===== src/hdl/tcn_pkg.sv =====
`timescale 1ns / 1ps
// ----------------------------------------------------------------------------
// tcn_pkg: shared types and constants for the tab column text normalizer
// Character codes, counter widths and the result entry layout.
// ----------------------------------------------------------------------------
package tcn_pkg;

   localparam int unsigned ByteWidth  = 8;
   localparam int unsigned TabCntWidth = 4;
   localparam int unsigned FifoDepth  = 3;
   localparam int unsigned FifoCntWidth = 2;

   localparam logic [ByteWidth-1:0] ChrNewline = 8'd10;
   localparam logic [ByteWidth-1:0] ChrTab     = 8'd9;
   localparam logic [ByteWidth-1:0] ChrSpace   = 8'h20;
   localparam logic [ByteWidth-1:0] ChrHash    = 8'h23;
   localparam logic [ByteWidth-1:0] ChrUpperN  = 8'h4E;
   localparam logic [ByteWidth-1:0] ChrUpperU  = 8'h55;
   localparam logic [ByteWidth-1:0] ChrUpperA  = 8'h41;
   localparam logic [ByteWidth-1:0] ChrUpperZ  = 8'h5A;
   localparam logic [ByteWidth-1:0] CaseOffset = 8'h20;

   localparam logic [TabCntWidth-1:0] TabCntMax     = 4'd15;
   localparam logic [TabCntWidth-1:0] TabColGap     = 4'd4;
   localparam logic [TabCntWidth-1:0] TabColLinkA   = 4'd6;
   localparam logic [TabCntWidth-1:0] TabColLinkB   = 4'd7;
   localparam logic [TabCntWidth-1:0] TabColLimit   = 4'd8;
   localparam logic [TabCntWidth-1:0] TabColNinth   = 4'd9;

   typedef struct packed {
      logic [ByteWidth-1:0] out_byte;
      logic                 last;
      logic                 spaces_seen;
      logic                 extra_tabs_seen;
      logic                 case_fixed;
   } rsp_entry_type;

endpackage


===== src/hdl/tab_column_text_normalizer_unit.sv =====
`timescale 1ns / 1ps
// ----------------------------------------------------------------------------
// tab_column_text_normalizer_unit: byte-stream tab column normalizer
// Drops leading spaces, turns spaces into tabs, collapses tab runs, handles
// comment and overflow pass-through and lowers case in gap line columns.
// ----------------------------------------------------------------------------
// Usage:
//   Request channel (req_*): one text byte, or a line end marker, per request.
//   Response channel (rsp_*): zero, one or two bytes per request; rsp_last
//   marks the final byte of a request, and the three sticky flags give the
//   state after that request. A dropped byte produces no response.
//   Response bytes are registered in the output queue and leave it in order.
//   Throughput: one request per cycle while req_ready is high. Requests enter
//   a three-entry output queue; req_ready is high while two entries are free,
//   so a request that yields two bytes may hold off the next request.
//   req_ready does not depend on rsp_ready in the same cycle.
//   Stall: when rsp_ready is low the queue fills and req_ready drops; no data
//   is lost.
//   Reset (synchronous, active high): line state returns to start of line,
//   all sticky flags clear, the queue empties.
// ----------------------------------------------------------------------------
module tab_column_text_normalizer_unit (
   input  logic                          clock,
   input  logic                          reset,
   input  logic                          req_valid,
   output logic                          req_ready,
   input  logic [tcn_pkg::ByteWidth-1:0] req_text_byte,
   input  logic                          req_line_end,
   output logic                          rsp_valid,
   input  logic                          rsp_ready,
   output logic [tcn_pkg::ByteWidth-1:0] rsp_out_byte,
   output logic                          rsp_last,
   output logic                          rsp_spaces_seen,
   output logic                          rsp_extra_tabs_seen,
   output logic                          rsp_case_fixed
);
   import tcn_pkg::*;

   // line state
   logic                   pass_through_ff, pass_through_in;
   logic [TabCntWidth-1:0] tab_count_ff, tab_count_in;
   logic                   prev_was_tab_ff, prev_was_tab_in;
   logic                   at_line_start_ff, at_line_start_in;
   logic                   gap_line_ff, gap_line_in;
   logic                   ninth_pend_ff, ninth_pend_in;
   logic                   space_flag_ff, space_flag_in;
   logic                   extra_flag_ff, extra_flag_in;
   logic                   case_flag_ff, case_flag_in;

   // output queue, entry 0 is the head
   rsp_entry_type           fifo_ff [FifoDepth];
   rsp_entry_type           fifo_in [FifoDepth];
   logic [FifoCntWidth-1:0] cnt_ff, cnt_in;

   logic                 req_fire;
   logic                 rsp_fire;
   logic [1:0]           n_res;
   logic [ByteWidth-1:0] res0_byte;
   logic [ByteWidth-1:0] res1_byte;
   logic [FifoCntWidth-1:0] base;

   assign req_ready = (cnt_ff <= FifoCntWidth'(1));
   assign req_fire  = req_valid & req_ready;
   assign rsp_valid = (cnt_ff != '0);
   assign rsp_fire  = rsp_valid & rsp_ready;

   assign rsp_out_byte        = fifo_ff[0].out_byte;
   assign rsp_last            = fifo_ff[0].last;
   assign rsp_spaces_seen     = fifo_ff[0].spaces_seen;
   assign rsp_extra_tabs_seen = fifo_ff[0].extra_tabs_seen;
   assign rsp_case_fixed      = fifo_ff[0].case_fixed;

   // per-byte decision
   always_comb begin
      logic [ByteWidth-1:0] ch;
      logic                 is_space;
      logic                 is_tab;
      ch               = req_text_byte;
      is_space         = (req_text_byte == ChrSpace);
      is_tab           = (req_text_byte == ChrTab);
      pass_through_in  = pass_through_ff;
      tab_count_in     = tab_count_ff;
      prev_was_tab_in  = prev_was_tab_ff;
      at_line_start_in = at_line_start_ff;
      gap_line_in      = gap_line_ff;
      ninth_pend_in    = ninth_pend_ff;
      space_flag_in    = space_flag_ff;
      extra_flag_in    = extra_flag_ff;
      case_flag_in     = case_flag_ff;
      n_res            = 2'd0;
      res0_byte        = req_text_byte;
      res1_byte        = req_text_byte;

      if (req_line_end) begin
         if (ninth_pend_ff) extra_flag_in = 1'b1;
         ninth_pend_in    = 1'b0;
         pass_through_in  = 1'b0;
         tab_count_in     = '0;
         prev_was_tab_in  = 1'b0;
         at_line_start_in = 1'b1;
         gap_line_in      = 1'b0;
         res0_byte        = ChrNewline;
         n_res            = 2'd1;
      end else begin
         if (ninth_pend_ff) begin
            if (ch != ChrHash) extra_flag_in = 1'b1;
            ninth_pend_in = 1'b0;
         end
         priority if (pass_through_ff) begin
            n_res = 2'd1;
         end else if (is_space && at_line_start_ff) begin
            n_res = 2'd0;
         end else if (is_space || is_tab) begin
            if (is_space) space_flag_in = 1'b1;
            if (prev_was_tab_ff) begin
               // collapsed into the previous tab
               if (!space_flag_in) extra_flag_in = 1'b1;
            end else begin
               if (tab_count_ff != TabCntMax) tab_count_in = tab_count_ff + 1'b1;
               prev_was_tab_in = 1'b1;
               if (tab_count_in > TabColLimit && !space_flag_in) begin
                  if (tab_count_in == TabColNinth) ninth_pend_in = 1'b1;
                  else                             extra_flag_in = 1'b1;
               end
               res0_byte = ChrTab;
               n_res     = 2'd1;
            end
         end else if (ch == ChrHash) begin
            pass_through_in = 1'b1;
            n_res           = 2'd1;
         end else begin
            if (prev_was_tab_ff && tab_count_ff == TabColGap)
               gap_line_in = (ch == ChrUpperN) || (ch == ChrUpperU);
            if (tab_count_ff > TabColLimit) begin
               pass_through_in = 1'b1;
               res0_byte       = ChrTab;
               res1_byte       = ch;
               n_res           = 2'd2;
            end else begin
               if (gap_line_in
                   && (tab_count_ff == TabColLinkA || tab_count_ff == TabColLinkB)
                   && ch >= ChrUpperA && ch <= ChrUpperZ) begin
                  res0_byte    = ch + CaseOffset;
                  case_flag_in = 1'b1;
               end
               at_line_start_in = 1'b0;
               prev_was_tab_in  = 1'b0;
               n_res            = 2'd1;
            end
         end
      end
   end

   // queue update: pop shifts down, new bytes land after the survivors
   always_comb begin
      rsp_entry_type e0;
      rsp_entry_type e1;
      e0.out_byte        = res0_byte;
      e0.last            = (n_res == 2'd1);
      e0.spaces_seen     = space_flag_in;
      e0.extra_tabs_seen = extra_flag_in;
      e0.case_fixed      = case_flag_in;
      e1                 = e0;
      e1.out_byte        = res1_byte;
      e1.last            = 1'b1;
      base = cnt_ff - FifoCntWidth'(rsp_fire);
      for (int i = 0; i < FifoDepth; i++) begin
         if (rsp_fire && i < FifoDepth - 1) fifo_in[i] = fifo_ff[i+1];
         else                               fifo_in[i] = fifo_ff[i];
         if (req_fire && n_res != 2'd0 && FifoCntWidth'(i) == base)
            fifo_in[i] = e0;
         if (req_fire && n_res == 2'd2 && FifoCntWidth'(i) == base + 1'b1)
            fifo_in[i] = e1;
      end
      cnt_in = base + (req_fire ? FifoCntWidth'(n_res) : '0);
   end

   always_ff @(posedge clock) begin
      if (reset) begin
         pass_through_ff  <= 1'b0;
         tab_count_ff     <= '0;
         prev_was_tab_ff  <= 1'b0;
         at_line_start_ff <= 1'b1;
         gap_line_ff      <= 1'b0;
         ninth_pend_ff    <= 1'b0;
         space_flag_ff    <= 1'b0;
         extra_flag_ff    <= 1'b0;
         case_flag_ff     <= 1'b0;
         cnt_ff           <= '0;
      end else begin
         if (req_fire) begin
            pass_through_ff  <= pass_through_in;
            tab_count_ff     <= tab_count_in;
            prev_was_tab_ff  <= prev_was_tab_in;
            at_line_start_ff <= at_line_start_in;
            gap_line_ff      <= gap_line_in;
            ninth_pend_ff    <= ninth_pend_in;
            space_flag_ff    <= space_flag_in;
            extra_flag_ff    <= extra_flag_in;
            case_flag_ff     <= case_flag_in;
         end
         cnt_ff <= cnt_in;
      end
   end

   always_ff @(posedge clock) begin
      for (int i = 0; i < FifoDepth; i++) fifo_ff[i] <= fifo_in[i];
   end

   // checks
   a_cnt_bound: assert property (@(posedge clock) disable iff (reset)
      cnt_ff <= FifoCntWidth'(FifoDepth))
      else $error("output queue count beyond depth");

   a_line_end_clears: assert property (@(posedge clock) disable iff (reset)
      req_fire && req_line_end |=> tab_count_ff == '0 && at_line_start_ff && !pass_through_ff)
      else $error("line end did not clear line state");

   a_pass_no_pend: assert property (@(posedge clock) disable iff (reset)
      pass_through_ff |-> !ninth_pend_ff)
      else $error("ninth tab pending during pass-through");

   a_prev_tab_count: assert property (@(posedge clock) disable iff (reset)
      prev_was_tab_ff |-> tab_count_ff != '0)
      else $error("tab seen with zero tab count");

   a_sticky: assert property (@(posedge clock) disable iff (reset)
      !$fell(space_flag_ff) && !$fell(extra_flag_ff) && !$fell(case_flag_ff))
      else $error("sticky flag cleared");

endmodule

===== config.mk =====
export PLATFORM = sky130hd
export DESIGN_NAME = tab_column_text_normalizer_unit
export DESIGN_NICKNAME = d
export VERILOG_FILES = /design/src/hdl/tcn_pkg.sv /design/src/hdl/tab_column_text_normalizer_unit.sv
export SDC_FILE = /design/constraint.sdc
export NUM_CORES = 1
export LEC_CHECK = 0
export BUFFER_PORTS_ARGS = -buffer_cell sky130_fd_sc_hd__buf_4
export CORE_MARGIN = 1.5
export CORE_UTILIZATION = 60
export DETAILED_ROUTE_END_ITERATION = 8
export GPL_TIMING_DRIVEN = 0
export PLACE_DENSITY = 0.8
export SYNTH_ARGS = -nofsm -noshare
export SYNTH_HDL_FRONTEND = slang
export SYNTH_SLANG_ARGS = --single-unit

===== constraint.sdc =====
create_clock -name clock -period 5.7 [get_ports clock]
set_clock_uncertainty 0.2 [all_clocks]
set_input_delay 0.855 -clock clock [delete_from_list [all_inputs] [get_ports clock]]
set_output_delay 0.855 -clock clock [all_outputs]
set_load 0.01 [all_outputs]

# ---- Word level (Yosys, flattened, before mapping)
# Memory sizes are Yosys's and may differ from the RTL's.
# Cells that the tools add are included.
dict set report totals {
  reg_bits 14
  ram_bits 36
  n_memories 1
}
# memory words width rd rd_ports_with_merged_regs wr line_no
set mem_list {}
lappend mem_list {fifo_ff 3 12 3 0 3 tab_column_text_normalizer_unit.sv:51} ;# rsp_entry_type fifo_ff [FifoDepth];
dict set report classes {
  add_sub_neg 5
  n_lt_le_gt_ge 5
  eq_ne 25
  mux 96
  bitwise 2
  n_reduce_logical 27
}
# cell n
set ops {}
lappend ops {{$mux W12} 8}
lappend ops {{$mux W8} 8}
lappend ops {{$mux W1} 62}
lappend ops {{$mux W4} 11}
lappend ops {{$eq A8 B6 Y1 const B} 2}
lappend ops {{$eq A8 B7 Y1 const B} 2}
lappend ops {{$reduce_and A5 Y1} 3}
lappend ops {{$logic_and A1 B1 Y1} 14}
lappend ops {{$mux W2} 7}
lappend ops {{$eq A4 B3 Y1 const B} 3}
lappend ops {{$ne A2 B2 Y1 const B} 6}
lappend ops {{$add A8 B6 Y8 const B} 1}
lappend ops {{$eq A8 B4 Y1 const B} 1}
lappend ops {{$ge A8 B7 Y1 const B} 1}
lappend ops {{$gt A4 B4 Y1 const B} 2}
lappend ops {{$le A8 B7 Y1 const B} 1}
lappend ops {{$ne A8 B6 Y1 const B} 1}
lappend ops {{$ne A3 B3 Y1 const B} 2}
lappend ops {{$reduce_and A6 Y1} 1}
lappend ops {{$reduce_bool A2 Y1} 3}
lappend ops {{$add A4 B1 Y4 const B} 1}
lappend ops {{$eq A1 B2 Y1 const A} 2}
lappend ops {{$eq A2 B2 Y1 const A} 2}
lappend ops {{$eq A4 B4 Y1 const B} 1}
lappend ops {{11 further kinds} 15}

# ---- Logic depth before layout (Yosys ltp)
# Gate-level depths: netlist of the first run.
dict set report depth {
  depth_word 20
  depth_mapped 12
}

# ---- Worst setup path before layout of the first run
# OpenSTA, ideal clock, no wires.
dict set report synth_timing {
  kind {input -> register}
  from {in rsp_ready}
  to {mem fifo_ff[0][0] (netlist name), enable pin}
  setup_time_ns 0.345
  t_arrival_ns 2.847
  required_ns 5.155
  path_slack_ns 2.309
  stages 8
  path_buffers 2
  cell_sequence {nand2_1 > inv_1 > ha_1 > clkdlybuf4s50_2 > nor4_4 > a31oi_4 > buf_6 > nand2_1}
}
# item line_no
set synth_rtl {}
lappend synth_rtl {{from (decl)} tab_column_text_normalizer_unit.sv:30} ;# input logic rsp_ready,
lappend synth_rtl {{to (decl)} tab_column_text_normalizer_unit.sv:51}

==> results.py, run 1 <==
metrics = {
    "run_status": {
        "outcome": "completed",
    },
    "clocking": {
        "clk-insertion-delay-late_ns": 0.31,
        "clk_path_buf_depth": 2,
        "clk_pin_slew_ns": 0.09,
        "cts_tree": "built",
        "tritoncts.num_buffers": 5,
        "root_buffer": "clkbuf_8",
        "h-tree-depth": 2,
        "postCtsHoldBufs": 0,
        "cts-resized-gates": 0,
        "postCtsSetupBuffers": 0,
        "cts_sinks": 50,
    },
    "worst_setup_path": {
        "r2r_cells": 10,
        "timing.rr.end": "fifo_ff[0][2]$_DFFE_PP_",
        "arrival_ns": 3.37,
        "reg2reg_from": "cnt_ff[1]$_SDFF_PP0_",
        "crit_fanout": 11,
        "critPathRequiredTime_ns": 5.46,
        "path_class": "in2reg",
        "worstSetupEndpointType": "flop",
        "r2r_slack_ns": 2.19,
        "cp-start-kind": "input port",
    },
    "synthesis": {
        "synth_edf_count": 33,
        "syn_nets": 343,
        "netlist.area_leader.share_pct": 31.90,
        "seq_area_frac_synth_pct": 42.85,
        "synthFlopType": "edfxtp_1",
        "synthArstFlopShare_pct": 0,
        "synth_area_per_cell_sq_um": 9.589,
        "synthCells": 324,
        "synthTopCellsByArea": "edfxtp_1 32%, dfxtp_1 11%, nand2_1 4.6%",
        "ys_types": 69,
        "synth_top_cell_by_area": "edfxtp_1",
        "syn_area_sq_um": 3107,
        "synth-seq-cells": 50,
        "ys_warn_count": 0,
    },
    "global_routing": {
        "grt_busiest_layer": "met2",
        "grt_pass1_wl_mm": 12.01,
        "antenna_found_initial": 0,
        "grt_use_met3_pct": 5.355,
        "grt.met2_usage_pct": 46.41,
        "grt.total_usage_pct": 28.89,
        "use_met1_pct": 38.51,
        "grt_overflow": 0,
        "grt_max_degree": 17,
        "grt_pass1_vias": 2491,
    },
    "drt": {
        "wire_per_inst_um": 17.71,
        "final_antenna_net_count": 0,
        "vias_per_cell": 6.356,
        "vias": 2695,
        "route.detailed.drc": 0,
        "totalWireLength_mm": 7.509,
        "drt_iter0_drc": 281,
        "dr.pass1.iters": 5,
    },
    "die": {
        "start_util_pct": 61.61,
        "fp.dieH_um": 74.96,
        "fp-row-count": 26,
        "ios": 27,
        "coreArea_sq_um": 5042,
        "dieArea_sq_um": 5618,
        "die_w_um": 74.96,
    },
    "layout": {
        "fin_cells": 424,
        "diodes": 0,
        "layout.nets": 372,
        "area_growth_pct": 11.72,
        "seqCellArea_sq_um": 1331,
        "multi_input_area_sq_um": 1503,
        "drive_gt1_share_pct": 20.62,
        "fill_cells": 394,
    },
    "power": {
        "power.density_nw_per_um2": 394.5,
        "p_leak_nw": 1.305,
        "irDropWorstVdd_mv": 0.2864,
    },
    "worst_hold_path": {
        "hold_path.class": "reg2reg",
        "hold_depth": 2,
        "worstHoldStart": "ninth_pend_ff$_SDFFE_PP0P_",
        "whs_endpoint": "ninth_pend_ff$_SDFFE_PP0P_",
    },
    "sta": {
        "slew_violations": 0,
        "hold_ws_ns": 0.2576,
        "fin_crit_sh_pct": 63.35,
        "rsz0062_at_grt": "no",
        "setup_viol": 0,
        "period_needed_ns": 3.611,
        "final_hold_viol_count": 0,
        "slew_headroom_pct": 33.10,
        "finalSetupTns_ns": 0,
        "setup_ws_ns": 2.089,
        "timing.fmax_mhz": 276.9,
        "worstMarginPinSlew_ns": 0.9952,
    },
    "place": {
        "dp_cells": 416,
        "place_congestion": 0.8665,
        "io_buffers": 22,
        "hpwlAfterDp_mm": 5.290,
        "pre_cts_slack_ns": 1.717,
    },
    "run": {
        "maxCapViolCount": 0,
    },
}
==> flip-flops by register name (all words and copies together), names as in the netlist <==
name / count
at_line_start_ff: 1
extra_flag_ff: 1
fifo_ff: 36
pass_through_ff: 1
cnt_ff: 2
prev_was_tab_ff: 1
case_flag_ff: 1
ninth_pend_ff: 1
gap_line_ff: 1
space_flag_ff: 1
tab_count_ff: 4
==> kinds of logic (layout without fill, tap and decap cells) <==
logic type                 count (synthesis)  count (layout)  synth area share (%)
and+or+nand+nor                          128             128                 23.12
xor gates and xnor gates                   4               4                 1.128
buffers and inverters                     42              72                 8.779
AOI/OAI and AO/OA                         91              91                 20.70
muxes                                      3               3                 1.007
DFF                                       50              50                 42.85
adders and majority gates                  6               6                 2.416
==> Yosys cell counts (all sizes together) (4+ instances only) <==
cell	count
nand4	6
clkbuf	11
a22oi	8
a21oi	12
buf	18
edfxtp	33
and3	4
nand2	38
nor3	12
dfxtp	17
inv	12
o21ai	28
a221o	7
nor4	8
nand3	5
o211ai	5
ha	6
nor2	33
a31oi	10
==> through the flow <==
stage | total power [mW] | area (sq um) | util, %
after floorplan | 0.9437 | 3107 | -
after global placement | 1.091 | 3359 | 66.63
after detailed placement | 1.116 | 3359 | 66.63
after CTS | 1.366 | 3471 | 68.83
after global routing | 1.450 | 3471 | 68.83
final | 1.369 | 3471 | 68.83
==> final cells by class <==
class / count / share of cell area [%]
buffer: 30 / 6.561
clock buffer: 6 / 2.091
clock inverter: 2 / 1.118
inverter: 12 / 1.298
multi-input combinational: 232 / 43.29
sequential: 50 / 38.36
tap: 70 / 2.523
timing repair buffer: 22 / 4.758
==> placed cells by master, fill, tap and decap left out, types with 3 or more instances in the layout <==
master / count
nand2_1: 38
nor2_1: 33
edfxtp_1: 33
buf_4: 31
o21ai_0: 26
dfxtp_1: 17
inv_1: 12
a21oi_1: 12
nor3_1: 11
clkbuf_8: 8
a31oi_1: 8
a22oi_1: 8
clkbuf_1: 7
nand4_1: 6
ha_1: 6
buf_6: 5
nand3_1: 5
o211ai_1: 5
and3_1: 4
a221o_1: 4
xnor2_1: 3
buf_2: 3
nor4_4: 3
o31ai_1: 3
a211oi_1: 3
nor4_1: 3
a221o_2: 3
or3_1: 3
==> metal layers <==
layer | share of wire (%) | vias to the layer above
met5 | 0 | -
met4 | 2.6 | 0
met3 | 6.9 | 21
met2 | 47 | 131
met1 | 43 | 1279
li1 | - | 1264
==> power by group <==
group	total, mW	leakage (nW)	internal [mW]	switching, mW
clock network	0.258	0.0554	0.132	0.126
logic	0.527	0.797	0.236	0.292
registers	0.583	0.452	0.547	0.0360
total	1.37	1.30	0.915	0.454
==> worst max-delay path, stage by stage <==
cell	delay (ns)
buf_4	0.11
nand2_1	0.12
inv_1	0.09
ha_1	0.27
clkdlybuf4s50_2	0.57
nor4_4	0.67
a31oi_4	0.09
buf_6	0.19
nand2_1	0.40
==> worst max path at each step <==
| stage | startpoint | to | slack [ns] | depth (start not counted) |
|---|---|---|---|---|
| floorplan | rsp_ready | fifo_ff[0][0]$_DFFE_PP_ | 2.31 | 8 |
| global placement | rsp_ready | fifo_ff[0][9]$_DFFE_PP_ | 1.81 | 9 |
| detailed placement | rsp_ready | fifo_ff[0][9]$_DFFE_PP_ | 1.72 | 9 |
| CTS | rsp_ready | fifo_ff[0][6]$_DFFE_PP_ | 2.05 | 9 |
| global route | rsp_ready | fifo_ff[0][9]$_DFFE_PP_ | 1.86 | 9 |
| finish | rsp_ready | fifo_ff[0][2]$_DFFE_PP_ | 2.09 | 9 |
No activity file was read; power rests on OpenSTA's default activity.
==> run 2, diff against run 1 <==
--- a/config.mk
+++ b/config.mk
@@ -7,10 +7,10 @@
 export LEC_CHECK = 0
 export BUFFER_PORTS_ARGS = -buffer_cell sky130_fd_sc_hd__buf_4
 export CORE_MARGIN = 1.5
-export CORE_UTILIZATION = 60
+export CORE_UTILIZATION = 54
 export DETAILED_ROUTE_END_ITERATION = 8
 export GPL_TIMING_DRIVEN = 0
-export PLACE_DENSITY = 0.8
+export PLACE_DENSITY = 0.76
 export SYNTH_ARGS = -nofsm -noshare
 export SYNTH_HDL_FRONTEND = slang
 export SYNTH_SLANG_ARGS = --single-unit
==> constraint.sdc (replaced) <==
create_clock -name clock -period 3.1 [get_ports clock]
set_clock_uncertainty 0.2 [all_clocks]
set_input_delay 0.465 -clock clock [delete_from_list [all_inputs] [get_ports clock]]
set_output_delay 0.465 -clock clock [all_outputs]
set_load 0.01 [all_outputs]
==> run 2 against run 1 <==
Count of clock-buffer cells in the layout decreased by 1. Worst hold slack lost 0.095 ns. Sequential share of layout area is 0.88 points lower.
==> results.py, run 2 (synthesized netlist as in run 1, its figures left out) <==
metrics = {
    "drt": {
        "route.detailed.drc": 0,
        "vias_per_cell": 6.208,
        "totalWireLength_mm": 7.493,
        "vias": 2657,
        "wire_per_inst_um": 17.51,
        "drt_iter0_drc": 237,
        "final_antenna_net_count": 0,
        "dr.pass1.iters": 5,
    },
    "sta": {
        "slew_headroom_pct": 42.03,
        "worstMarginPinSlew_ns": 0.8623,
        "fin_crit_sh_pct": 90.84,
        "timing.fmax_mhz": 355.1,
        "period_needed_ns": 2.816,
        "final_hold_viol_count": 0,
        "slew_violations": 0,
        "setup_viol": 0,
        "finalSetupTns_ns": 0,
    },
    "clocking": {
        "cts_sinks": 50,
        "root_buffer": "clkbuf_8",
        "clk_path_buf_depth": 2,
        "cts_tree": "built",
        "tritoncts.num_buffers": 5,
        "postCtsHoldBufs": 0,
        "clk-insertion-delay-late_ns": 0.32,
        "h-tree-depth": 2,
        "clk_pin_slew_ns": 0.09,
    },
    "power": {
        "irDropWorstVdd_mv": 0.5129,
        "seq_power_share_pct": 41.5,
        "sw_frac_of_total_pct": 33.76,
        "p_clk_share_pct": 19.0,
        "p_int_mw": 1.706,
        "power_switching_mw": 0.8696,
        "p_leak_nw": 1.325,
        "power_mw": 2.576,
        "power.share.combinational_pct": 39.6,
        "power.density_nw_per_um2": 724.4,
    },
    "die": {
        "start_util_pct": 56.07,
        "ios": 27,
        "fp.dieH_um": 78.85,
        "die_w_um": 78.85,
        "coreArea_sq_um": 5540,
        "fp-row-count": 27,
        "dieArea_sq_um": 6217,
    },
    "layout": {
        "drive_gt1_share_pct": 24.44,
        "fin_util_pct": 64.18,
        "area_growth_pct": 14.46,
        "final_common_cell": "nand2_1",
        "mostFrequentLayoutCells": "35 x nand2_1, 34 x buf_4, 33 x edfxtp_1",
        "design_area_sq_um": 3556,
        "largest_reg_flops": 36,
        "fill_cells": 488,
        "fin_cells": 428,
        "largest_registers": "fifo_ff: 36 flops, tab_count_ff: 4 flops, cnt_ff: 2 flops",
        "regMostFlops": "fifo_ff",
        "layout.nets": 374,
        "diodes": 0,
    },
    "worst_setup_path": {
        "cp-start-kind": "flop",
        "path_class": "reg2reg",
        "worstSetupEndpointType": "flop",
        "critPathRequiredTime_ns": 2.97,
        "arrival_ns": 2.69,
        "crit_fanout": 10,
    },
    "global_routing": {
        "grt.total_usage_pct": 24.91,
        "grt_max_degree": 18,
        "grt_pass1_wl_mm": 11.89,
        "antenna_found_initial": 0,
        "grt_overflow": 0,
        "grt_pass1_vias": 2376,
    },
    "run_status": {
        "outcome": "completed",
    },
    "place": {
        "hpwlAfterDp_mm": 5.362,
        "dp_cells": 418,
        "post_dp_cell_area_sq_um": 3362,
        "place_congestion": 0.8786,
        "io_buffers": 22,
    },
    "worst_hold_path": {
        "hold_path.class": "in2reg",
    },
    "run": {
        "maxCapViolCount": 0,
    },
}
[run 2: changes by cell type in the layout (fill, tap and decap cells not counted), moves of 2 or more]
| cell | delta |
|---|---|
| buf_4 | +3 |
| nand2_1 | -3 |
| inv_1 | -2 |
| nand2_2 | +2 |
| nor2_1 | -2 |
[run 2: final cells by class]
cell class | instances | area, sq um | area share, %
repair buffers | 25 | 187.7 | 5.278
multi-input cells | 232 | 1558 | 43.81
clock inverters | 3 | 47.55 | 1.337
well taps | 72 | 90.09 | 2.533
plain buffers | 29 | 222.7 | 6.263
flip-flops and latches | 50 | 1333 | 37.47
inverters | 12 | 48.80 | 1.372
clock buffers | 5 | 68.82 | 1.935
[run 2: worst paths after layout]
check	startpoint	end	slack, ns	cells after the start
worst max register to register	tab_count_ff[0]$_SDFFE_PP0P_	fifo_ff[0][7]$_DFFE_PP_	0.28	8
worst min register to register	ninth_pend_ff$_SDFFE_PP0P_	ninth_pend_ff$_SDFFE_PP0P_	0.26	2
worst min-delay path	reset	cnt_ff[0]$_SDFF_PP0_	0.16	2
worst max-delay path	tab_count_ff[0]$_SDFFE_PP0P_	fifo_ff[0][7]$_DFFE_PP_	0.28	8
[run 2: critical path: stages (launching register included)]
cell,delay (ns)
dfxtp_1,0.38
inv_1,0.12
ha_1,0.19
inv_1,0.06
o21ai_1,0.55
nor3_1,0.09
nor4_1,0.58
nor2_1,0.08
a221o_2,0.32
[run 2: power groups by stage]
| stage | Sequential [mW] | Combinational, mW | Clock (mW) |
|---|---|---|---|
| CTS | 1.07 | 1.01 | 0.489 |
| floorplan | 1.08 | 0.656 | 0 |
| detailed placement | 1.08 | 0.959 | 0 |
| finish | 1.07 | 1.02 | 0.489 |
| global route | 1.08 | 1.10 | 0.507 |
| global placement | 1.07 | 0.936 | 0 |
[run 2: repair_timing]
action | CTS | global route
endpoints found under the setup margin | 50 | 45
cloned | 0 | 0
hold endpoints to repair | 0 | 0
resized for setup | 14 | 4
pin swaps | 2 | 2
buffers inserted | 2 | 1
[run 2: metrics by stage]
| step | setup slack [ns] | hold slack (ns) |
|---|---|---|
| final | 0.2841 | 0.1628 |
| after global routing | -0.04324 | 0.1706 |
| after CTS | 0.02894 | 0.1570 |
| after detailed placement | -0.3906 | 0.2448 |
| after global placement | -0.3477 | 0.2373 |
| after floorplan | 0.01669 | 0.2285 |
[run 2: per-layer routing]
metal	global-route usage, %	vias up	part of all wire [%]
met5	0	-	0
met4	8.421	0	1.3
met3	2.759	9	5.3
met2	41.55	91	49
met1	33.88	1288	45
li1	-	1269	-
==> run 3, diff against run 2 <==
--- a/config.mk
+++ b/config.mk
@@ -5,12 +5,11 @@
 export SDC_FILE = /design/constraint.sdc
 export NUM_CORES = 1
 export LEC_CHECK = 0
-export BUFFER_PORTS_ARGS = -buffer_cell sky130_fd_sc_hd__buf_4
 export CORE_MARGIN = 1.5
-export CORE_UTILIZATION = 54
+export CORE_UTILIZATION = 40
 export DETAILED_ROUTE_END_ITERATION = 8
+export DONT_BUFFER_PORTS = 1
 export GPL_TIMING_DRIVEN = 0
-export PLACE_DENSITY = 0.76
 export SYNTH_ARGS = -nofsm -noshare
 export SYNTH_HDL_FRONTEND = slang
 export SYNTH_SLANG_ARGS = --single-unit
==> run 3 against run 2 <==
Clock power fell by 19%. Global-route usage fell by 4.8 points. Worst hold slack got worse by 0.15 ns. Fmax fell by 2.1%. Cell area fell by 3.7%. Setup slack got worse by 0.061 ns. Via count fell by 4.6%. Critical endpoint unchanged. Largest cell class unchanged. Largest power group unchanged.
==> results.py, run 3 (synthesized netlist as in run 1, its figures left out) <==
metrics = {
    "run_status": {
        "outcome": "completed",
    },
    "clocking": {
        "tritoncts.num_buffers": 5,
        "clk_path_buf_depth": 2,
        "clk-insertion-delay-late_ns": 0.31,
        "cts_sinks": 50,
        "cts_tree": "built",
        "clk_pin_slew_ns": 0.10,
        "root_buffer": "clkbuf_8",
        "h-tree-depth": 2,
    },
    "layout": {
        "layout.nets": 352,
        "mostFrequentLayoutCells": "35 x nand2_1, 33 x edfxtp_1, 31 x nor2_1",
        "largest_registers": "fifo_ff: 36 flops, tab_count_ff: 4 flops, cnt_ff: 2 flops",
        "area_growth_pct": 10.23,
        "seqCellArea_sq_um": 1333,
        "regMostFlops": "fifo_ff",
        "final_common_cell": "nand2_1",
        "fill_cells": 720,
        "fin_util_pct": 46.47,
        "multi_input_area_sq_um": 1594,
        "drive_gt1_share_pct": 19.16,
        "largest_reg_flops": 36,
        "diodes": 0,
    },
    "sta": {
        "slew_headroom_pct": 38.19,
        "fin_crit_sh_pct": 92.79,
        "period_needed_ns": 2.877,
        "final_hold_viol_count": 0,
        "worstMarginPinSlew_ns": 0.9192,
        "rsz0062_at_grt": "no",
        "slew_violations": 0,
        "timing.fmax_mhz": 347.6,
        "setup_viol": 0,
    },
    "worst_setup_path": {
        "critPathRequiredTime_ns": 2.97,
        "crit_chain": "inv_1, ha_1, inv_1, o21ai_1, nor3_1, nor4_1, nor2_1, a221o_2",
        "path_class": "reg2reg",
        "crit_path_max_incr_delay_ns": 0.62,
        "arrival_ns": 2.75,
        "cpMostUsedCell": "inv_1",
        "worstSetupEndpointType": "flop",
        "slowest_stage": "nor4_1",
        "crit_fanout": 10,
        "cp-start-kind": "flop",
    },
    "power": {
        "power_mw": 2.369,
        "p_leak_nw": 1.204,
        "irDropWorstVdd_mv": 0.4502,
        "power.density_nw_per_um2": 691.7,
    },
    "drt": {
        "route.detailed.drc": 0,
        "dr.pass1.iters": 4,
        "final_antenna_net_count": 0,
        "vias": 2535,
        "vias_per_cell": 5.855,
        "wire_per_inst_um": 18.22,
        "drt_iter0_drc": 211,
        "totalWireLength_mm": 7.891,
    },
    "global_routing": {
        "grt_pass1_wl_mm": 13.00,
        "antenna_found_initial": 0,
        "grt_max_degree": 16,
        "grt_overflow": 0,
        "grt_pass1_vias": 2469,
        "grt.total_usage_pct": 20.14,
    },
    "run": {
        "maxCapViolCount": 0,
    },
    "die": {
        "start_util_pct": 42.16,
        "fp.dieH_um": 91.13,
        "dieArea_sq_um": 8305,
        "die_w_um": 91.13,
        "ios": 27,
        "fp-row-count": 31,
        "coreArea_sq_um": 7370,
    },
    "place": {
        "place_congestion": 0.8451,
        "io_buffers": 0,
        "hpwlAfterDp_mm": 5.533,
    },
    "worst_hold_path": {
        "hold_path.class": "in2reg",
    },
}
[run 3: what timing repair did]
item                                    in CTS  in global routing
endpoints found under the hold margin        0                  1
endpoints found under the setup margin      68                  2
hold buffers                                 0                  1
gates resized for setup                     19                  3
buffers inserted                             2                  0
pin swaps                                    3                  0
[run 3: through the flow]
step	hold slack (ns)	instances	area, sq um	worst slack, ns	TNS, ns
finish	0.01545	433	3425	0.2235	0
global route	0.0007672	433	3425	0.02856	0
CTS	0.002760	432	3390	0.1934	0
detailed placement	0.2539	423	3231	-0.5032	-18.94
global placement	0.2417	423	3231	-0.4655	-16.75
floorplan	0.2285	324	3107	0.01669	0
[run 3: worst max-delay path: cells and delay by family, from the launching register on]
| kind | cells | cell delay (ns) |
|---|---|---|
| flops | 1 | 0.38 |
| buf+inv | 2 | 0.19 |
| simple gates | 3 | 0.79 |
| fa+ha+maj | 1 | 0.19 |
| compound gates | 2 | 0.88 |
[run 3: layout make-up]
type                    count  share of cell area, %
well taps                  99                  3.617
plain buffers              29                  6.394
clock inverters             3                 0.4750
multi-input cells         232                  46.55
flip-flops and latches     50                  38.91
inverters                  12                  1.315
clock buffers               5                  2.010
repair buffers              3                 0.7307
[run 3: worst paths after layout]
check / startpoint / depth (start not counted) / slack, ns / endpoint
max: tab_count_ff[0]$_SDFFE_PP0P_ / 8 / 0.22 / fifo_ff[0][7]$_DFFE_PP_
max reg2reg: tab_count_ff[0]$_SDFFE_PP0P_ / 8 / 0.22 / fifo_ff[0][7]$_DFFE_PP_
min reg2reg: ninth_pend_ff$_SDFFE_PP0P_ / 2 / 0.27 / ninth_pend_ff$_SDFFE_PP0P_
min: reset / 1 / 0.02 / tab_count_ff[2]$_SDFFE_PP0P_
[run 3: report_power, final]
| group | internal, mW | leakage, nW | switching, mW |
|---|---|---|---|
| Clock | 0.155 | 0.0377 | 0.239 |
| Combinational | 0.357 | 0.713 | 0.533 |
| Sequential | 1.01 | 0.453 | 0.0799 |
| Total | 1.52 | 1.20 | 0.852 |
[run 3: layer usage]
layer | up-vias | routed length [um] | global-route usage (%)
met5 | - | 0 | 0
met4 | 0 | 102 | 5.339
met3 | 8 | 483 | 4.271
met2 | 99 | 3566 | 30.47
met1 | 1205 | 3739 | 29.00
li1 | 1223 | - | -
